`src/rtl/cau_pkg.sv`:
```
package cau_pkg;

    localparam int DataW     = 32;
    localparam int FracBits  = 16;
    localparam int ActW      = 2;
    localparam int TdataInW  = 136;
    localparam int TdataOutW = 64;
    localparam int QW        = 41;

    localparam logic [ActW-1:0] ACT_ADD = 2'd0;
    localparam logic [ActW-1:0] ACT_SUB = 2'd1;
    localparam logic [ActW-1:0] ACT_MUL = 2'd2;
    localparam logic [ActW-1:0] ACT_DIV = 2'd3;

    // Per-item side information that travels alongside the pipeline data.
    typedef struct packed {
        logic [ActW-1:0]  action;
        logic [DataW-1:0] a_re;
        logic [DataW-1:0] a_im;
    } t_tag;

    // Saturate a sign/magnitude value to 32-bit two's complement.
    function automatic logic [DataW:0] sat_sm(input logic neg, input logic [63:0] mag,
                                              input logic big);
        logic [DataW:0] r;
        if (!neg) begin
            if (big || mag > 64'h7FFF_FFFF) r = {1'b1, 32'h7FFF_FFFF};
            else                            r = {1'b0, mag[DataW-1:0]};
        end else begin
            if (big || mag > 64'h8000_0000) r = {1'b1, 32'h8000_0000};
            else                            r = {1'b0, 32'(0 - mag[DataW-1:0])};
        end
        return r;
    endfunction

endpackage

```
`src/rtl/cau_mul.sv`:
```
// Registered signed 32x32 multiply returning sign and 64-bit magnitude.
module cau_mul
    import cau_pkg::*;
(
    input  logic             i_clk,
    input  logic             i_en,
    input  logic [DataW-1:0] i_x,
    input  logic [DataW-1:0] i_y,
    output logic             o_neg,
    output logic [63:0]      o_mag
);
    logic [DataW-1:0] n_ax, n_ay;
    logic             r_neg;
    logic [63:0]      r_mag;

    always_comb begin
        n_ax = i_x[DataW-1] ? 32'(0 - i_x) : i_x;
        n_ay = i_y[DataW-1] ? 32'(0 - i_y) : i_y;
    end

    always_ff @(posedge i_clk) begin
        if (i_en) begin
            r_mag <= 64'(n_ax) * 64'(n_ay);
            r_neg <= i_x[DataW-1] ^ i_y[DataW-1];
        end
    end

    assign o_neg = r_neg && (r_mag != 64'd0);
    assign o_mag = r_mag;
endmodule

```
`config.mk`:
```
export PLATFORM = sky130hd
export DESIGN_NAME = cau_mul
export DESIGN_NICKNAME = d
export VERILOG_FILES = /design/src/rtl/cau_pkg.sv /design/src/rtl/cau_mul.sv
export SDC_FILE = /design/constraint.sdc
export NUM_CORES = 2
export LEC_CHECK = 0
export BUFFER_PORTS_ARGS = -buffer_cell sky130_fd_sc_hd__buf_2
export CORE_ASPECT_RATIO = 2
export CORE_MARGIN = 3
export CORE_UTILIZATION = 50
export DETAILED_ROUTE_END_ITERATION = 8
export GPL_TIMING_DRIVEN = 0
export PLACE_DENSITY = 0.69
export SYNTH_ARGS = -nofsm -noshare
export SYNTH_HDL_FRONTEND = slang
export SYNTH_SLANG_ARGS = --single-unit
```
`constraint.sdc`:
```
create_clock -name i_clk -period 9.4 [get_ports i_clk]
set_input_delay 0.47 -clock i_clk [delete_from_list [all_inputs] [get_ports i_clk]]
set_output_delay 0.47 -clock i_clk [all_outputs]
set_load 0.02 [all_outputs]
```
# Yosys cells after proc, flatten, opt, wreduce, memory -nomap -nowiden
# Index checks and enable logic that the tools add are counted.
# W data, S select, Z words.
# totals
reg_bits	65
input_bits	66
out_inout_bits	65
elab_cells	10
# classes
add_sub_neg	2
n_mul	1
n_mux	2
n_bitwise	1
n_reduce_logical	2
# op_table
op	count
$mul A32 B32 Y64	1
$mux W32	2
$reduce_bool A64 Y1	1
$sub A1 B32 Y32 const A	2
$logic_and A1 B1 Y1	1
$xor A1 B1 Y1	1

# Longest topological paths before layout
# logic_depth
word_depth	3
ltp_mapped	37

# Least setup slack after synthesis
# OpenSTA, ideal clock, no wires.
# synth_path
path_kind	in2reg
startpoint	input port i_x[0]
endpoint	register r_mag[62], in the netlist o_mag[62] (data pin)
setup_ns	0.207
arrival_ns	9.818
required_time_ns	9.193
path_slack_ns	-0.625
cell_stages	35
path_cell_list	clkbuf_1 > inv_1 > clkbuf_1 > ha_1 > nand3_1 > or4_1 > or2_2 > o31ai_1 > xor2_1 > clkbuf_1 > nor2_1 > fa_1 > inv_1 > fa_1 > fa_1 > fa_1 > inv_1 > fa_1 > inv_1 > fa_1 > inv_1 > fa_1 > fa_1 > ha_1 > clkbuf_1 > nand2_1 > nor2_1 > nand4_1 > a311o_1 > a2111oi_0 > o21ai_0 > a2111oi_0 > o41ai_1 > mux2i_1 > a2111oi_0
# synth_between
elab_chain_cells	3
# synth_rtl
element	line_no	text
start, declared	cau_mul.sv:7	input logic [DataW-1:0] i_x,
$sub A1 B32 Y32	cau_mul.sv:17	n_ax = i_x[DataW-1] ? 32'(0 - i_x) : i_x;
$mux W32 (*)	cau_mul.sv:17	
$mul A32 B32 Y64 (*)	cau_mul.sv:23	r_mag <= 64'(n_ax) * 64'(n_ay);
end signal, assigned	cau_mul.sv:23	
end, declared	cau_mul.sv:14	logic [63:0] r_mag;
# Every way passes the cells marked *; elsewhere a longest branch is shown, timed or not.
# A chain may end at the register's enable or synchronous reset.

# Worst setup path after layout
# layout_path
startpoint	input port i_x[31]
endpoint	register r_mag[62], in the netlist o_mag[62] (data pin)
# Same word-level chain as after synthesis.

==> flow_summary.ini <==
[place]
place_ws_ns = -3.66
gp_congestion = 1.11
dp_hpwl_um = 148000
port-buffer-count = 127
post_dp_cell_area_um2 = 37600

[synthesis]
syn_area_per_cell_um2 = 8.95
synth_area_leaders = fa_1, inv_1, ha_1
synth.distinct_cells = 60
synthesis.nets = 5194
yosysSeqAreaShare_pct = 5.50
synthesis.instances = 3967
ys_warn_count = 0
synth_seq_cells = 65
synth_top_area_cell = fa_1
synth_edf_count = 65
ys_async_sr_fraction_pct = 0
yosys_most_used_dff = edfxtp_1
synth_top_area_share_pct = 50.5
netlist_area_um2 = 35500

[detailed_routing]
met1_length_um = 50000
first_iter_violations = 3307
vias = 32800
top_layer_used = met5
routed_wirelength_um = 188000
met3RoutedLength_um = 17900
wl_met2_um = 86900
firstDrtPassIters = 8
viasPerCell = 6.29
drtAntennaViolNets = 0
drc = 0
wire_per_inst_um = 36.1

[global_route]
grt_pass1_vias = 34700
grt.overflow.total = 0
grt_first_pass_wirelength_um = 257000
grt_util_all_layers_pct = 50.8
antenna_found_initial = 16
grt_max_degree = 45

[setup_path]
cp.arrival_ns = 10.06
critical_path_class = input pin to register
cp-end-kind = register
worstPathMaxFanout = 10
worst_ep_required_time_ns = 9.63
crit_path_start = i_x[31]
startpoint_type = input pin

[floorplanning]
rows = 137
die_y_um = 383
ios = 131
coreArea_um2 = 70100
start_util_pct = 50.6
die_area_um2 = 74400
die_width_um = 194

[worst_hold_path]
min_from = i_en
hold_depth = 1
min_path_type = input pin to register
min_to = o_mag[54]

[clocking]
cts_tree = yes
cts_hold_buf = 0
numCtsBuffers = 9
cts_root_buf = clkbuf_16
cts_num_sinks = 65
htree_levels = 3
clk_pin_slew_ns = 0.10
clock_path_buffers = 2

[layout]
fin_area_um2 = 43000
syn2layout_area_growth_pct = 21.3
drive_above_1_share_pct = 19.2
fill_cells = 6052
layout_common_cells = inv_1, fa_1, nor2_1
nets = 5529
mostFrequentLayoutCell = inv_1

[sta]
slew_violations = 0
min_period_over_period_pct = 105
tightest_slew_ns = 1.42
slew_headroom_pct = 4.29
layout_setup_ws_ns = -0.425
rsz0062_at_grt = true
timing_hold_violations_final = 0
period_minus_slack_ns = 9.83
setup_violations = 21
fmax_mhz = 102

[run_status]
failed_checks = setup timing
status = finished, violations left

[job]
cap_violations = 0
-- metal layers --
layer  track usage (%)  up-vias
li1                  -    12400
met1              45.5    16600
met2              80.9     2486
met3              15.7     1325
met4              65.0        8
met5                 0        -
-- sequential cells by signal, summed over array words and instances, names as in the netlist --
name	flops
r_neg	1
o_mag	64
-- stage by stage --
stage	instances	hold slack [ns]	utilization [%]	TNS (ns)
finish	5217	0.451	61.4	-4.26
detailed placement	5005	0.915	53.6	-106.12
CTS	5153	0.414	59.6	-1.97
global route	5211	0.459	61.4	-6.54
floorplan	3967	0.582	-	0
global placement	4997	0.947	53.3	-118.46
-- cell families after synthesis --
family	Yosys count	synth area share [%]
adder cells (fa/ha/maj)	1161	59.9
flip-flops	65	5.50
AO/OA/AOI/OAI	247	4.58
buffers and inverters	1076	11.5
AND/OR/NAND/NOR	1244	14.3
XOR/XNOR	173	4.27
multiplexers	1	0.0282
-- worst max-delay path: stages --
cell and delay, ns:
clkbuf_2 0.46, clkbuf_2 0.54, o31a_1 0.28, xor2_1 0.79, clkbuf_2 0.47, nand2_1 0.13
fa_1 0.54, inv_1 0.05, fa_1 0.47, inv_1 0.05, fa_1 0.54, fa_1 0.56
inv_1 0.04, ha_1 0.27, ha_1 0.31, fa_1 0.42, fa_1 0.62, ha_1 0.50
a21oi_1 0.20, and2_1 0.21, a311o_2 0.43, a2111oi_4 0.35, buf_4 0.21, o21ai_4 0.10
a2111oi_4 0.45, o41ai_4 0.15, mux2i_1 0.16, a2111oi_2 0.24
-- synthesized netlist by cell type, drive strengths merged, types with 5 or more instances --
| master | count |
|---|---|
| fa | 896 |
| inv | 890 |
| nor2 | 588 |
| nand2 | 505 |
| ha | 265 |
| clkbuf | 170 |
| xnor2 | 93 |
| xor2 | 80 |
| a21oi | 71 |
| edfxtp | 65 |
| o21ai | 53 |
| a21o | 25 |
| nand3 | 25 |
| nand4 | 22 |
| nor4 | 20 |
| and2 | 19 |
| o21bai | 17 |
| buf | 16 |
| nand2b | 13 |
| o31ai | 12 |
| or4 | 11 |
| nor3 | 10 |
| o21a | 9 |
| o31a | 9 |
| or3 | 9 |
| o41ai | 8 |
| a31oi | 7 |
| and3 | 6 |
| or2 | 6 |
| a211oi | 5 |
| a221oi | 5 |
-- how the worst max path moves through the flow --
stage                     end  depth (start not counted)
floorplan           o_mag[62]                         35
CTS                 o_mag[63]                         28
global route        o_mag[62]                         27
finish              o_mag[62]                         28
global placement    o_mag[62]                         31
detailed placement  o_mag[62]                         33
-- cell type report --
class / count / area, um^2 / area share (%)
multi-input cells: 2826 / 32000 / 74.3
inverters: 890 / 3360 / 7.81
repair buffers: 339 / 2690 / 6.24
flip-flops and latches: 65 / 1950 / 4.54
plain buffers: 171 / 1590 / 3.69
well taps: 903 / 1130 / 2.63
clock buffers: 9 / 225 / 0.523
clock inverters: 7 / 86.3 / 0.201
diodes: 7 / 17.5 / 0.0407
-- what timing repair did --
action	4_1_cts	5_1_grt
cloned	1	1
endpoints found under the setup margin	48	28
resized for setup	592	233
pin swaps	149	105
buffers inserted	140	63
Power is left out: the tool's default activity adds up to more than one toggle a clock period on the data nets, which glitch-free logic cannot reach.
